File: config.mk
export PLATFORM = sky130hd
export DESIGN_NAME = linear_array_deque_top
export DESIGN_NICKNAME = d
export VERILOG_FILES = /design/src/hw/rtl/lad_pkg.sv /design/src/hw/rtl/lad_ctrl.sv /design/src/hw/rtl/lad_datapath.sv /design/src/hw/rtl/linear_array_deque_top.sv
export SDC_FILE = /design/constraint.sdc
export NUM_CORES = 1
export LEC_CHECK = 0
export BUFFER_PORTS_ARGS = -buffer_cell sky130_fd_sc_hd__buf_2
export CAP_MARGIN = 20
export CORE_ASPECT_RATIO = 1.1
export CORE_MARGIN = 4
export CORE_UTILIZATION = 64
export CTS_BUF_LIST = sky130_fd_sc_hd__clkbuf_2 sky130_fd_sc_hd__clkbuf_4 sky130_fd_sc_hd__clkbuf_8
export DETAILED_ROUTE_END_ITERATION = 6
export PLACE_DENSITY = 0.81
export SYNTH_ARGS = -nofsm -noshare
export SYNTH_HDL_FRONTEND = slang
export SYNTH_SLANG_ARGS = --single-unit
File: constraint.sdc
create_clock -name aclk -period 6.8 [get_ports aclk]
set_input_delay 1.36 -clock aclk [delete_from_list [all_inputs] [get_ports aclk]]
set_output_delay 1.36 -clock aclk [all_outputs]
set_load 0.02 [all_outputs]
File: src/hw/rtl/lad_pkg.sv
// Package for the linear array deque: item types, operation and status codes,
// and the controller command struct. No dependencies.
package lad_pkg;

    // Configuration register
    localparam int CAP_W = 5;
    localparam logic [CAP_W-1:0] CAP_RESET = 5'd16;

    // Operation codes carried in func
    localparam logic [2:0] FUNC_PUSH_FRONT = 3'd0;
    localparam logic [2:0] FUNC_PUSH_REAR  = 3'd1;
    localparam logic [2:0] FUNC_POP_FRONT  = 3'd2;
    localparam logic [2:0] FUNC_POP_REAR   = 3'd3;
    localparam logic [2:0] FUNC_CLEAR      = 3'd4;

    // Status codes
    localparam logic [2:0] ST_OK            = 3'd0;
    localparam logic [2:0] ST_FULL          = 3'd1;
    localparam logic [2:0] ST_FRONT_BLOCKED = 3'd2;
    localparam logic [2:0] ST_REAR_BLOCKED  = 3'd3;
    localparam logic [2:0] ST_EMPTY         = 3'd4;

    typedef struct packed {
        logic [2:0]         func;
        logic signed [31:0] push_value;
    } in_item_t;

    typedef struct packed {
        logic signed [31:0] pop_value;
        logic [2:0]         status;
        logic               now_empty;
        logic               now_full;
    } out_item_t;

    // Controller to datapath commands
    typedef struct packed {
        logic capture;   // latch the accepted item
        logic execute;   // apply the operation, read/write the slot memory
        logic load_out;  // load the output register
    } lad_cmd_t;

endpackage

File: src/hw/rtl/lad_ctrl.sv
// Controller for the linear array deque: sequences capture, execute and
// output load for one item at a time. Depends on lad_pkg.
module lad_ctrl (
    input  logic              aclk,
    input  logic              aresetn,
    input  logic              s_valid,
    output logic              s_ready,
    output logic              m_valid,
    input  logic              m_ready,
    output lad_pkg::lad_cmd_t cmd
);

    typedef enum logic [1:0] {
        ST_IDLE,
        ST_EXEC,
        ST_RESP
    } state_t;

    state_t state_reg;
    logic   s_ready_reg;
    logic   m_valid_reg;

    // Commands decoded from the current state and the handshake signals
    always_comb begin
        cmd.capture  = s_valid && s_ready_reg;
        cmd.execute  = (state_reg == ST_EXEC);
        cmd.load_out = (state_reg == ST_RESP) && (!m_valid_reg || m_ready);
    end

    // State and registered handshake outputs
    always_ff @(posedge aclk) begin
        if (!aresetn) begin
            state_reg   <= ST_IDLE;
            s_ready_reg <= 1'b1;
            m_valid_reg <= 1'b0;
        end else begin
            // Result valid: set on output load, cleared when taken
            if (cmd.load_out) begin
                m_valid_reg <= 1'b1;
            end else if (m_valid_reg && m_ready) begin
                m_valid_reg <= 1'b0;
            end
            case (state_reg)
                ST_IDLE: begin
                    if (s_valid && s_ready_reg) begin
                        state_reg   <= ST_EXEC;
                        s_ready_reg <= 1'b0;
                    end
                end
                ST_EXEC: begin
                    state_reg <= ST_RESP;
                end
                ST_RESP: begin
                    if (!m_valid_reg || m_ready) begin
                        state_reg   <= ST_IDLE;
                        s_ready_reg <= 1'b1;
                    end
                end
                default: begin
                    state_reg   <= ST_IDLE;
                    s_ready_reg <= 1'b1;
                end
            endcase
        end
    end

    assign s_ready = s_ready_reg;
    assign m_valid = m_valid_reg;

endmodule

File: src/hw/rtl/lad_datapath.sv
// Datapath for the linear array deque: capacity register, end pointers,
// slot memory and output register. Depends on lad_pkg.
module lad_datapath #(
    parameter int DEPTH = 16
) (
    input  logic                                aclk,
    input  logic                                aresetn,
    input  lad_pkg::lad_cmd_t                   cmd,
    input  lad_pkg::in_item_t                   in_item,
    input  logic                                cfg_wr_en,
    input  logic [lad_pkg::CAP_W-1:0]           cfg_wr_data,
    output lad_pkg::out_item_t                  out_item
);

    localparam int IW = $clog2(DEPTH);
    localparam int LW = (IW + 1 > lad_pkg::CAP_W) ? IW + 1 : lad_pkg::CAP_W;

    logic [lad_pkg::CAP_W-1:0] cap_reg;
    logic [IW-1:0]             front_reg, front_next;
    logic [IW-1:0]             rear_reg, rear_next;
    logic                      empty_reg, empty_next;
    lad_pkg::in_item_t         op_reg;
    logic [2:0]                status_reg, status_next;
    logic                      popped_reg, popped_next;
    logic signed [31:0]        rdata_reg;
    lad_pkg::out_item_t        out_reg;

    logic signed [31:0] mem [DEPTH];

    logic [LW-1:0] cap_ext, eff_cap, last_idx;
    logic          rear_at_last, is_full;
    logic          wr_en;
    logic [IW-1:0] wr_addr, rd_addr;

    // Effective capacity: zero acts as one, above DEPTH acts as DEPTH
    always_comb begin
        cap_ext = LW'(cap_reg);
        if (cap_reg == '0) begin
            eff_cap = LW'(1);
        end else if (cap_ext > LW'(DEPTH)) begin
            eff_cap = LW'(DEPTH);
        end else begin
            eff_cap = cap_ext;
        end
        last_idx     = eff_cap - LW'(1);
        rear_at_last = LW'(rear_reg) >= last_idx;
        is_full      = !empty_reg && (front_reg == '0) && rear_at_last;
    end

    // Operation decode and next pointer state
    always_comb begin
        front_next  = front_reg;
        rear_next   = rear_reg;
        empty_next  = empty_reg;
        status_next = lad_pkg::ST_OK;
        popped_next = 1'b0;
        wr_en       = 1'b0;
        wr_addr     = front_reg;
        rd_addr     = front_reg;
        case (op_reg.func)
            lad_pkg::FUNC_PUSH_FRONT, lad_pkg::FUNC_PUSH_REAR: begin
                if (is_full) begin
                    status_next = lad_pkg::ST_FULL;
                end else if (empty_reg) begin
                    empty_next = 1'b0;
                    front_next = '0;
                    rear_next  = '0;
                    wr_en      = 1'b1;
                    wr_addr    = '0;
                end else if (op_reg.func == lad_pkg::FUNC_PUSH_FRONT) begin
                    if (front_reg == '0) begin
                        status_next = lad_pkg::ST_FRONT_BLOCKED;
                    end else begin
                        front_next = front_reg - IW'(1);
                        wr_en      = 1'b1;
                        wr_addr    = front_reg - IW'(1);
                    end
                end else begin
                    if (rear_at_last) begin
                        status_next = lad_pkg::ST_REAR_BLOCKED;
                    end else begin
                        rear_next = rear_reg + IW'(1);
                        wr_en     = 1'b1;
                        wr_addr   = rear_reg + IW'(1);
                    end
                end
            end
            lad_pkg::FUNC_POP_FRONT, lad_pkg::FUNC_POP_REAR: begin
                if (empty_reg) begin
                    status_next = lad_pkg::ST_EMPTY;
                end else if (front_reg == rear_reg) begin
                    popped_next = 1'b1;
                    rd_addr     = front_reg;
                    empty_next  = 1'b1;
                    front_next  = '0;
                    rear_next   = '0;
                end else if (op_reg.func == lad_pkg::FUNC_POP_FRONT) begin
                    popped_next = 1'b1;
                    rd_addr     = front_reg;
                    front_next  = front_reg + IW'(1);
                end else begin
                    popped_next = 1'b1;
                    rd_addr     = rear_reg;
                    rear_next   = rear_reg - IW'(1);
                end
            end
            lad_pkg::FUNC_CLEAR: begin
                empty_next = 1'b1;
                front_next = '0;
                rear_next  = '0;
            end
            default: begin
            end
        endcase
    end

    // Control state: capacity and pointers
    always_ff @(posedge aclk) begin
        if (!aresetn) begin
            cap_reg   <= lad_pkg::CAP_RESET;
            front_reg <= '0;
            rear_reg  <= '0;
            empty_reg <= 1'b1;
        end else begin
            if (cfg_wr_en) begin
                cap_reg <= cfg_wr_data;
            end
            if (cmd.execute) begin
                front_reg <= front_next;
                rear_reg  <= rear_next;
                empty_reg <= empty_next;
            end
        end
    end

    // Payload registers
    always_ff @(posedge aclk) begin
        if (cmd.capture) begin
            op_reg <= in_item;
        end
        if (cmd.execute) begin
            status_reg <= status_next;
            popped_reg <= popped_next;
        end
        if (cmd.load_out) begin
            out_reg.pop_value <= popped_reg ? rdata_reg : 32'sd0;
            out_reg.status    <= status_reg;
            out_reg.now_empty <= empty_reg;
            out_reg.now_full  <= is_full;
        end
    end

    // Slot memory, one write and one registered read
    always_ff @(posedge aclk) begin
        if (cmd.execute && wr_en) begin
            mem[wr_addr] <= op_reg.push_value;
        end
        if (cmd.execute) begin
            rdata_reg <= mem[rd_addr];
        end
    end

    assign out_item = out_reg;

endmodule

File: src/hw/rtl/linear_array_deque_top.sv
// Linear array deque, top level: wires the controller to the datapath.
// Each item passes in order through capture, execute with the slot memory
// access and output load; a new item is accepted only after the last one's
// result is loaded, so a stalled result holds off the next item.
// Reset: synchronous active-low aresetn empties the deque and sets capacity
// to 16; slot contents are not cleared.
module linear_array_deque_top #(
    parameter int DEPTH = 16
) (
    input  logic                      aclk,
    input  logic                      aresetn,
    input  logic                      s_valid,
    output logic                      s_ready,
    input  lad_pkg::in_item_t         s_item,
    output logic                      m_valid,
    input  logic                      m_ready,
    output lad_pkg::out_item_t        m_item,
    input  logic                      cfg_wr_en,
    input  logic [lad_pkg::CAP_W-1:0] cfg_wr_data
);

    lad_pkg::lad_cmd_t cmd;

    lad_ctrl u_ctrl (
        .aclk    (aclk),
        .aresetn (aresetn),
        .s_valid (s_valid),
        .s_ready (s_ready),
        .m_valid (m_valid),
        .m_ready (m_ready),
        .cmd     (cmd)
    );

    lad_datapath #(
        .DEPTH (DEPTH)
    ) u_datapath (
        .aclk        (aclk),
        .aresetn     (aresetn),
        .cmd         (cmd),
        .in_item     (s_item),
        .cfg_wr_en   (cfg_wr_en),
        .cfg_wr_data (cfg_wr_data),
        .out_item    (m_item)
    );

endmodule
* After elaboration in Yosys (flattened, before gate mapping)
Memory sizes are Yosys's and may differ from the RTL's. A register that Yosys moved wholly into a read port is not among the register bits.
Cells that the tools add are included.
** Operators by class
- Add/sub/neg operators :: 5
- Magnitude comparators :: 2
- Equal/unequal tests :: 16
- Multiplexer cells :: 55
- Bitwise logic cells :: 1
- Reduce and logical (&&, ||, !) cells :: 22
** Operator list (number)
- $mux W4 :: 23
- $pmux W4 S3 :: 2
- $mux W1 :: 16
- $mux W3 :: 4
- $mux W5 :: 2
- $ne A3 B2 Y1 const B :: 3
- $add A4 B1 Y4 const B :: 2
- $mux W2 :: 4
- $ne A2 B2 Y1 const B :: 4
- $sub A4 B1 Y4 const B :: 2
- $reduce_and A7 Y1 :: 1
- $eq A3 B2 Y1 const B :: 2
- $logic_and A1 B1 Y1 :: 6
- $ne A3 B1 Y1 const B :: 2
- $pmux W1 S3 :: 2
- $pmux W2 S3 :: 1
- $pmux W3 S2 :: 1
- $reduce_and A3 Y1 :: 2
- $reduce_and A6 Y1 :: 1
- $ge A4 B5 Y1 :: 1
- $gt A5 B5 Y1 const B :: 1
- $logic_not A5 Y1 :: 1
- $sub A5 B1 Y5 const B :: 1
- $eq A4 B4 Y1 :: 1
- 14 further kinds :: 16
** Storage, ports and cells
- Bits in registers :: 94
- RAM bits :: 512
- Bits of input ports :: 45
- Output and inout bits :: 39
- Logic and storage cells :: 117
- Memories :: 1
** Memories
- u_datapath.mem :: words 16, bits a word 32, read ports 1, clocked after memory_dff 1, wr ports 1, RTL line lad_datapath.sv:28 : logic signed [31:0] mem [DEPTH];

* Logic depth before layout (Yosys ltp)
Gate-level depths: netlist of the first run.
- Depth in word-level cells :: 13
- Gate-level depth with buffers :: 12
- Mapped depth without buffers :: 11

* Modules after synthesis
From an unflattened synthesis of the first run, not the netlist that was laid out.
** Second synthesis, totals
- Cell total of the unflattened synthesis :: 1528
- Area, all modules :: 24922.7 um^2
** Modules (own cells, without submodules)
- lad_datapath :: times used 1, cells each 1510, area an instance 24758.7 um^2, seq. area each 18898.1 um^2
- lad_ctrl :: times used 1, cells each 18, area an instance 163.9 um^2, seq. area each 80.1 um^2

* Worst setup path before layout of the first run
OpenSTA, ideal clock, no wires.
- Path type :: register -> register
- Start point :: reg u_datapath.cap_reg, in the netlist u_datapath.cap_ext[1]
- End point :: mem u_datapath.mem[10][0] (enable)
- Library setup time :: 502 ps
- Data arrival time :: 5555 ps
- Data required time :: 6298 ps
- Setup slack :: 744 ps
- Stages on the path, launching flop included :: 12
- Buffers on the path :: 0
- Period minus slack after synthesis :: 6056 ps
- Path through :: dfxtp_1 -> nor3_1 -> o21bai_1 -> ha_1 -> xnor2_1 -> ha_1 -> o21a_1 -> nor2_1 -> nor3_1 -> o31ai_1 -> a211o_1 -> nor4_1
** On the way
- Word-level cells in the longest chain between the ends :: 13
- Elaborated cells between the ends (all ways) :: 20
- Classes of those cells :: 1 x add/sub; 2 x order compare; 14 x mux; 3 x reduce/logical
** RTL lines
- from (decl) :: RTL line lad_datapath.sv:18 : logic [lad_pkg::CAP_W-1:0] cap_reg;
- from (signal assigned) :: RTL line lad_datapath.sv:120 : cap_reg <= lad_pkg::CAP_RESET;
- from (signal assigned) :: RTL line lad_datapath.sv:126 : cap_reg <= cfg_wr_data;
- $gt A5 B5 Y1 :: RTL line lad_datapath.sv:40 : end else if (cap_ext > LW'(DEPTH)) begin
- $mux W5 :: RTL line lad_datapath.sv:40
- $mux W5 * :: RTL line lad_datapath.sv:38 : if (cap_reg == '0) begin
- $sub A5 B1 Y5 * :: RTL line lad_datapath.sv:45 : last_idx = eff_cap - LW'(1);
- $ge A4 B5 Y1 * :: RTL line lad_datapath.sv:46 : rear_at_last = LW'(rear_reg) >= last_idx;
- $mux W1 :: RTL line lad_datapath.sv:79 : if (rear_at_last) begin
- $mux W1 :: RTL line lad_datapath.sv:70 : end else if (op_reg.func == lad_pkg::FUNC_PUSH_FRONT) begin
- $mux W1 :: RTL line lad_datapath.sv:64 : end else if (empty_reg) begin
- $mux W1 :: RTL line lad_datapath.sv:62 : if (is_full) begin
- $mux W1 :: RTL line lad_datapath.sv:60 : case (op_reg.func)
- $logic_and A1 B1 Y1 :: RTL line lad_datapath.sv:155 : if (cmd.execute && wr_en) begin
- $mux W1 :: RTL line lad_datapath.sv:155
- $mux W1 (implied by the code) :: RTL line lad_datapath.sv:156 : mem[wr_addr] <= op_reg.push_value;
- to (decl) :: RTL line lad_datapath.sv:28
Every way passes the cells marked *; elsewhere a longest branch is shown, timed or not.

* Final worst setup path of the first run
- Start point :: reg u_datapath.cap_reg, in the netlist u_datapath.cap_ext[2]
- End point :: mem u_datapath.mem[11][18] (enable)
Same word-level chain as after synthesis.

==> reports/results.tsv, run 1 <==
stage	metric	value	unit
floorplan	Chip Width	194	um
cells_and_area	most common cell after layout, fill and taps aside	edfxtp_1	
synth	sequential fraction of the synthesis area	77.6	%
setup_path	CP startpoint kind	register	
synth	Synth top area share	76.2	%
setup_path	reg2reg setup slack	2.55	ns
detailed_routing	# DRC	0	
worst_hold_path	min-delay src	u_datapath.status_reg[2]	
sta	Fin. Hold Viols	0	
synth	Synth cell types	68	
power_and_ir_drop	power share of the clock group	38.6	%
sta	Max Fclk	235	MHz
power_and_ir_drop	combinational fraction of design power	1.7	%
placed_design	IO buf count	83	
placed_design	GP Congestion	0.887	
power_and_ir_drop	net switching power	1.52	mW
synth	Synth Area in Compound Gates	3.98	%
setup_path	worst reg2reg startpoint	u_datapath.cap_ext[2]	
floorplan	initial core utilization	65.4	%
cells_and_area	non-filler cells in the finished layout	1879	
power_and_ir_drop	Max VDD drop	0.174	mV
floorplan	DIE AREA	41400	um2
detailed_routing	Avg WL per Cell	27.0	um
setup_path	worst reg2reg path depth	12	
setup_path	Worst Path Required	7.07	ns
cts	PostCTS Resize Cnt	0	
power_and_ir_drop	Power, Total	7.42	mW
cells_and_area	most frequent cells in the layout	edfxtp_1, mux4_2, clkbuf_8	
sta	unrepaired setup endpoints after global routing	false	
cells_and_area	Layout area overhead	11.8	%
synth	syn avg cell area	21.0	um2
power_and_ir_drop	sequential share of power	59.6	%
global_route	antenna violations before repair	0	
synth	Synth Area in Adders	0.461	%
detailed_routing	Initial DRC Count	1363	
cts	Clock Sinks	638	
placed_design	Placed Cells	1714	
power_and_ir_drop	Sw Share	20.5	%
worst_hold_path	hold depth	0	
setup_path	WP data arrival	4.52	ns
cts	CTS tree	done	
cts	CTS clock-pin slew for the worst setup and hold paths	0.06	ns
synth	simple-gate share of the synthesized area	3.88	%
synth	synth top area cells	edfxtp_1, mux4_2, a22oi_1, dfxtp_1, and2_1	
power_and_ir_drop	Leak	9.07	nW
sta	worst slew pin tran	1.05	ns
synth	YS warnings	0	
sta	Hold WS	0.424	ns
synth	asr flop ratio synth	0	%
power_and_ir_drop	Int Power	5.90	mW
detailed_routing	drt first pass iters	5	
cells_and_area	Finished Cell Area	27300	um2
detailed_routing	WL met2	25200	um
setup_path	CP Capture Type	register	
synth	top_reg_cell synth	edfxtp_1	
global_route	gr usage total	25.0	%
detailed_routing	Vias	12199	
global_route	first-pass GRT wire length	76900	um
synth	largest family of logic cells by synthesized area	multiplexers	
detailed_routing	Post-DRT Antenna Nets	0	
synth	xor/xnor share of the synthesized area	0.287	%
cts	H-tree depth	3	
sta	period utilisation layout	62.5	%
power_and_ir_drop	PD cells	272	nW/um2
cts	clk buf depth	3	
setup_path	R2R Path End	u_datapath.mem[11][18]	
cts	Post CTS Setup Buffer Count	0	
flow_run	Max Cap Viol	0	
detailed_routing	routed wl met3	5010	um
placed_design	DPL Wire Length	27200	um
synth	post-synthesis mux area share	12.2	%
global_route	pin count of the biggest net entering global routing	129	
sta	Max Transition Viols Final	0	
floorplan	# IOs	84	
sta	Final Setup Violations	0	
synth	Mapped Cells	1164	
setup_path	crit path max fanout	32	
floorplan	Die Span Y	213	um
placed_design	DP Area	25600	um2
cts	worst skew pair latency	0.67	ns
sta	setup_tns	0	ns
synth	largest area contributor in the netlist	edfxtp_1	
sta	Tmin final	4.25	ns
cts	hold buffers post-CTS	0	
detailed_routing	final wirelength	50700	um
global_route	vias in the first global route	12565	
detailed_routing	M1 WL	19200	um
cells_and_area	share of layout cells above drive strength 1	30.9	%
synth	Syn Nets	1218	
worst_hold_path	Worst Hold Path EP	u_datapath.out_item[4]	
worst_hold_path	Worst Hold Class	reg2reg	
global_route	total grt overflow	0	
detailed_routing	via/cell ratio	6.49	
sta	headroom to the max-slew limit	30.1	%
detailed_routing	highest routed layer	met4	
floorplan	core area	37400	um2
run_status	status	finished clean	
cells_and_area	final net count	1371	
cts	CTS Root Cell	clkbuf_8	
cts	Inserted Clock Buffers	95	
sta	Setup Skew	0.0448	ns
floorplan	# rows	74	
cells_and_area	Largest register FFs	512	
synth	EDFF count, synth	620	
synth	mapped cell area	24400	um2
setup_path	Crit Path Class	reg2reg	
synth	Synth Register Bits	638	
## critical path, cell delays in order (launching register included)
cell      delay [ns]
dfxtp_1         0.35
nor3_1          0.17
o21bai_1        0.11
ha_1            0.24
xnor2_1         0.19
ha_1            0.24
o21a_1          0.14
nor2_1          0.10
nor3_1          0.65
o31ai_1         0.26
a211o_1         0.51
nor4_2          0.32
buf_4           0.54
## routing by layer
layer	vias to the layer above	global-route usage (%)
met5	-	0
met1	6243	34.8
met3	82	5.96
met4	0	8.68
met2	720	40.1
li1	5154	-
## layout make-up
class	instances	area [um2]
Antenna cell	1	2.50
Fill cell	2042	10100
Inverter	8	30.0
Clock buffer	127	1570
Timing Repair Buffer	118	703
Tap cell	494	618
Clock inverter	37	168
Sequential cell	638	19000
Multi-Input combinational cell	456	5260
## synthesized netlist by cell type (2+ instances only)
| master | instances |
|---|---|
| a211o_1 | 3 |
| a211oi_1 | 2 |
| a21oi_1 | 17 |
| a22oi_1 | 64 |
| a311oi_1 | 2 |
| and2_1 | 34 |
| buf_2 | 18 |
| buf_4 | 7 |
| buf_6 | 9 |
| clkbuf_1 | 27 |
| dfxtp_1 | 18 |
| edfxtp_1 | 620 |
| ha_1 | 9 |
| inv_1 | 8 |
| mux2i_1 | 9 |
| mux4_2 | 128 |
| nand2_1 | 42 |
| nand2b_1 | 10 |
| nand3_1 | 4 |
| nand3b_1 | 3 |
| nor2_1 | 31 |
| nor2b_1 | 5 |
| nor3_1 | 9 |
| nor4_1 | 16 |
| o211ai_1 | 2 |
| o21a_1 | 2 |
| o21ai_0 | 6 |
| o21ai_1 | 3 |
| o221a_2 | 2 |
| o31ai_1 | 4 |
| o32ai_1 | 2 |
| or3_1 | 6 |
| xnor2_1 | 3 |
| xor2_1 | 5 |
## metrics by stage
step	util [%]	setup slack [ns]
floorplan	-	0.744
global placement	68.4	2.76
detailed placement	68.4	2.67
CTS	73.1	2.62
global route	73.1	2.31
finish	73.1	2.55
## kinds of logic (layout without fill, tap and decap cells)
logic type      Yosys count  after routing
flops                   638            638
other cells               0              1
simple gates            174            174
buf+inv                  70            290
mux                     138            138
xor+xnor                  8              8
compound gates          127            127
fa+ha+maj                 9              9
## power by group through the flow
stage	logic, mW	clock network, mW	registers, mW
6_report	0.129	2.87	4.43
5_1_grt	0.140	3.13	4.43
4_1_cts	0.130	2.92	4.42
3_5_place_dp	0.129	0	4.51
3_3_place_gp	0.125	0	4.50
2_1_floorplan	0.0702	0	4.49
## worst max-delay path by stage
stage	from	end	slack (ns)
after floorplan	u_datapath.cap_ext[1]	u_datapath.mem[10][0]	0.74
after global placement	u_datapath.cap_ext[1]	u_datapath.mem[15][22]	2.76
after detailed placement	u_datapath.cap_ext[2]	u_datapath.mem[11][26]	2.67
after CTS	u_datapath.cap_ext[1]	u_datapath.mem[11][18]	2.62
after global routing	u_datapath.cap_ext[1]	u_datapath.mem[11][26]	2.31
final	u_datapath.cap_ext[2]	u_datapath.mem[11][18]	2.55
Note: power is estimated with default switching activity, not from simulation.
==> run 2, diff against run 1 <==
==> constraint.sdc (replaced) <==
create_clock -name aclk -period 4.3 [get_ports aclk]
set_input_delay 0.86 -clock aclk [delete_from_list [all_inputs] [get_ports aclk]]
set_output_delay 0.86 -clock aclk [all_outputs]
set_load 0.02 [all_outputs]
==> reports/results.tsv, run 2 (same netlist as run 1, synthesis figures left out) <==
stage	metric	value	unit
run_status	status	finished clean	
cells_and_area	most common cell after layout, fill and taps aside	edfxtp_1	
setup_path	crit path max fanout	19	
cells_and_area	multi-input logic area	5410	um2
power_and_ir_drop	Max VDD drop	0.276	mV
setup_path	Worst Path Required	4.59	ns
floorplan	initial core utilization	65.4	%
cells_and_area	share of layout cells above drive strength 1	31.9	%
global_route	antenna violations before repair	2	
cells_and_area	Largest register FFs	512	
cts	CTS tree	done	
power_and_ir_drop	Leak	9.25	nW
setup_path	WP data arrival	4.35	ns
cts	CTS Root Cell	clkbuf_8	
setup_path	CP dominant cell by count	ha_1	
sta	unrepaired setup endpoints after global routing	false	
cells_and_area	Layout area overhead	13.8	%
cts	Post CTS Setup Buffer Count	0	
sta	period utilisation layout	94.4	%
floorplan	Die Span Y	213	um
setup_path	CP startpoint kind	register	
power_and_ir_drop	power share of the clock group	39.9	%
placed_design	IO buf count	83	
power_and_ir_drop	sequential share of power	58.3	%
sta	Max Transition Viols Final	0	
cts	Inserted Clock Buffers	95	
setup_path	Worst path slowest cell	or2_1	
floorplan	# rows	74	
setup_path	CP max stage delay	0.57	ns
sta	Max Fclk	246	MHz
power_and_ir_drop	Sw Share	20.6	%
power_and_ir_drop	Int Power	9.54	mW
global_route	pin count of the biggest net entering global routing	75	
sta	Tmin final	4.06	ns
sta	headroom to the max-slew limit	30.0	%
cts	Clock Sinks	638	
placed_design	DPL Wire Length	29400	um
cts	CTS clock-pin slew for the worst setup and hold paths	0.07	ns
setup_path	critical path's top delay family	simple AND/OR/NAND/NOR gates	
cts	H-tree depth	3	
cells_and_area	most frequent cells in the layout	edfxtp_1, mux4_2, clkbuf_8	
power_and_ir_drop	combinational fraction of design power	1.8	%
detailed_routing	drt first pass iters	5	
flow_run	Max Cap Viol	0	
floorplan	# IOs	84	
detailed_routing	via/cell ratio	6.45	
cells_and_area	Reg area	19000	um2
detailed_routing	Avg WL per Cell	27.3	um
sta	Final Setup Violations	0	
global_route	total grt overflow	0	
power_and_ir_drop	net switching power	2.47	mW
sta	Setup Skew	0.0509	ns
sta	setup_tns	0	ns
cells_and_area	final net count	1381	
placed_design	DP Area	26000	um2
setup_path	Crit Path Class	reg2reg	
setup_path	CP Cell Sequence	nor3_1 > o21bai_1 > ha_1 > xnor2_1 > ha_1 > o21a_1 > nor2_1 > o311ai_0 > a221oi_1 > or2_1 > nor4_4 > buf_4	
cts	clk buf depth	3	
detailed_routing	final wirelength	51800	um
detailed_routing	Initial DRC Count	1244	
cells_and_area	Finished Cell Area	27800	um2
detailed_routing	Post-DRT Antenna Nets	0	
setup_path	CP Capture Type	register	
setup_path	Buf/Inv on CP	1	
placed_design	GP Congestion	0.847	
sta	worst slew pin tran	1.05	ns
floorplan	core area	37400	um2
floorplan	DIE AREA	41400	um2
cts	worst skew pair latency	0.67	ns
global_route	gr usage total	25.7	%
detailed_routing	# DRC	0	
power_and_ir_drop	PD cells	432	nW/um2
global_route	vias in the first global route	12765	
cells_and_area	layout filler cell count	1996	
global_route	first-pass GRT wire length	79300	um
sta	Fin. Hold Viols	0	
floorplan	Chip Width	194	um
detailed_routing	Vias	12234	
worst_hold_path	Worst Hold Class	in2reg	
==> run 2: stage by stage <==
step                instances  hold slack [ns]  setup slack, ns  total power, mW  util [%]
global route             1897            0.337           0.0450             12.5      74.4
CTS                      1896            0.318            0.165             12.1      74.4
finish                   1897            0.366            0.240             12.0      74.4
global placement         1724            0.406            0.424             7.33      69.4
detailed placement       1724            0.417            0.279             7.34      69.4
floorplan                1164            0.400           -0.477             7.21         -
==> run 2: what timing repair did <==
item / in CTS / in global routing
hold buffers: 0 / 0
gates resized for setup: 0 / 1
endpoints found under the setup margin: 0 / 89
==> run 2: path summary, 6_finish.rpt <==
kind | from | to | slack, ns | cells past startpoint
worst max-delay path | u_datapath.cap_ext[2] | u_datapath.mem[7][25] | 0.24 | 12
worst min-delay path | s_item[8] | u_datapath.op_reg[8] | 0.37 | 1
worst max register to register | u_datapath.cap_ext[2] | u_datapath.mem[7][25] | 0.24 | 12
worst min register to register | u_datapath.status_reg[0] | u_datapath.out_item[2] | 0.43 | 0
==> run 2: area by class of cell <==
class	count	area share (%)
diodes	1	0.00899
clock buffers	129	5.66
clock inverters	43	1.03
inverters	8	0.108
multi-input cells	456	19.4
flip-flops and latches	638	68.2
well taps	494	2.22
repair buffers	128	3.34
==> run 2: worst register-to-register path, delay by kind of cell, from the launching register on <==
family,cells,cell delay (ns)
buffers and inverters,1,0.40
flip-flops,1,0.35
AND/OR/NAND/NOR,4,1.25
AO/OA/AOI/OAI,4,0.99
adder cells (fa/ha/maj),2,0.50
XOR/XNOR,1,0.18
==> run 2: power groups by stage <==
stage	Clock [mW]	Sequential (mW)	Combinational, mW
floorplan	0	7.09	0.117
global placement	0	7.12	0.208
detailed placement	0	7.13	0.215
CTS	4.89	7.00	0.216
global route	5.22	7.01	0.233
finish	4.79	7.00	0.214
==> run 2: metal layers <==
metal / part of all wire (%) / track usage [%] / vias to the layer above
li1: - / - / 5186
met1: 38 / 35.7 / 6283
met2: 50 / 42.1 / 676
met3: 8.6 / 4.99 / 89
met4: 2.7 / 9.14 / 0
met5: 0 / 0 / -
==> run 3, diff against run 2 <==
==> constraint.sdc (replaced) <==
create_clock -name aclk -period 3.84 [get_ports aclk]
set_input_delay 0.768 -clock aclk [delete_from_list [all_inputs] [get_ports aclk]]
set_output_delay 0.768 -clock aclk [all_outputs]
set_load 0.02 [all_outputs]
==> reports/results.tsv, run 3 (same netlist as run 1, synthesis figures left out) <==
stage	metric	value	unit
cells_and_area	most common cell after layout, fill and taps aside	edfxtp_1	
sta	worst slew pin tran	0.855	ns
placed_design	IO buf count	83	
setup_path	crit path max fanout	32	
global_route	vias in the first global route	12646	
floorplan	initial core utilization	65.4	%
detailed_routing	# DRC	0	
cts	clk buf depth	3	
sta	setup_tns	0	ns
detailed_routing	via/cell ratio	6.36	
setup_path	CP max stage delay	0.47	ns
sta	Max Fclk	274	MHz
floorplan	# rows	74	
cts	CTS tree	done	
cts	worst skew pair latency	0.66	ns
cells_and_area	most frequent cells in the layout	edfxtp_1, mux4_2, clkbuf_8	
worst_hold_path	Worst Hold Class	in2reg	
sta	Hold WS	0.288	ns
floorplan	DIE AREA	41400	um2
placed_design	DPL Wire Length	28500	um
cells_and_area	final net count	1385	
setup_path	WP data arrival	3.96	ns
floorplan	Chip Width	194	um
placed_design	DP Worst Slack	0.115	ns
cells_and_area	Finished Cell Area	28000	um2
power_and_ir_drop	Max VDD drop	0.344	mV
cells_and_area	Largest register FFs	512	
floorplan	Die Span Y	213	um
setup_path	CP startpoint kind	register	
setup_path	critical path's top delay family	simple AND/OR/NAND/NOR gates	
detailed_routing	Post-DRT Antenna Nets	0	
setup_path	worst reg2reg path depth	13	
cells_and_area	Layout area overhead	14.7	%
power_and_ir_drop	Leak	9.29	nW
cells_and_area	final design utilization	74.9	%
setup_path	Worst Path Required	4.16	ns
floorplan	core area	37400	um2
detailed_routing	Vias	12073	
detailed_routing	final wirelength	50200	um
flow_run	Max Cap Viol	0	
cts	CTS Root Cell	clkbuf_8	
floorplan	# IOs	84	
power_and_ir_drop	PD cells	475	nW/um2
sta	period utilisation layout	95.0	%
cells_and_area	non-filler cells in the finished layout	1899	
setup_path	CP Capture Type	register	
cts	CTS clock-pin slew for the worst setup and hold paths	0.06	ns
placed_design	DP Area	26200	um2
sta	Tmin final	3.65	ns
sta	Setup Skew	0.0315	ns
cts	Inserted Clock Buffers	95	
setup_path	Worst path slowest cell	or2_2	
global_route	antenna violations before repair	0	
detailed_routing	Avg WL per Cell	26.4	um
placed_design	Placed Cells	1726	
detailed_routing	Initial DRC Count	1237	
cells_and_area	Antenna Cells	0	
sta	Fin. Hold Viols	0	
detailed_routing	drt first pass iters	7	
worst_hold_path	hold depth	1	
cts	hold buffers post-CTS	0	
global_route	first-pass GRT wire length	76400	um
setup_path	Crit Path Class	reg2reg	
global_route	gr usage total	24.9	%
cts	Clock Sinks	638	
sta	Final Setup Violations	0	
setup_path	CP dominant cell by count	ha_1	
run_status	status	finished clean	
placed_design	GP Congestion	0.852	
global_route	pin count of the biggest net entering global routing	41	
sta	final worst-path setup slack	0.191	ns
setup_path	CP Depth	13	
power_and_ir_drop	Power, Total	13.3	mW
setup_path	Buf/Inv on CP	2	
global_route	total grt overflow	0	
sta	headroom to the max-slew limit	43.0	%
setup_path	CP Cell Sequence	nor3_2 > o21bai_1 > ha_1 > xnor2_1 > ha_1 > o21a_1 > nor2_2 > nor3_4 > a221oi_1 > or2_2 > buf_4 > nor4_4 > buf_12	
sta	Max Transition Viols Final	0	
cts	H-tree depth	3	
cells_and_area	share of layout cells above drive strength 1	32.4	%
-- run 3: layout make-up --
class                           instances  area (um2)
Sequential cell                       638       19000
Fill cell                            1986        9370
Multi-Input combinational cell        456        5490
Clock buffer                          121        1510
Timing Repair Buffer                  132        1110
Tap cell                              494         618
Clock inverter                         50         305
Inverter                                8        30.0
-- run 3: where the power goes --
| group | internal, mW | total (mW) | switching [mW] |
|---|---|---|---|
| Clock | 2.78 | 5.21 | 2.44 |
| Sequential | 7.73 | 7.84 | 0.114 |
| Combinational | 0.0906 | 0.252 | 0.161 |
| Total | 10.6 | 13.3 | 2.71 |
-- run 3: path summary, 6_finish.rpt --
check                            to                      from  slack, ns
min reg2reg  u_datapath.out_item[4]  u_datapath.status_reg[2]       0.42
max reg2reg   u_datapath.mem[7][24]     u_datapath.cap_ext[1]       0.19
min            u_datapath.op_reg[9]                 s_item[9]       0.29
max           u_datapath.mem[7][24]     u_datapath.cap_ext[1]       0.19
-- run 3: what timing repair did --
item | CTS | global route
gates resized for setup | 0 | 3
hold endpoints to repair | 0 | 0
setup buffers | 0 | 1
setup endpoints to repair | 0 | 324
-- run 3: per-layer routing --
layer  up-vias  track usage [%]  share of wire (%)
li1       5196                -                  -
met1      6197             33.4                 38
met2       577             41.9                 51
met3       103             4.72                7.3
met4         0             9.31                3.0
met5         -                0                  0
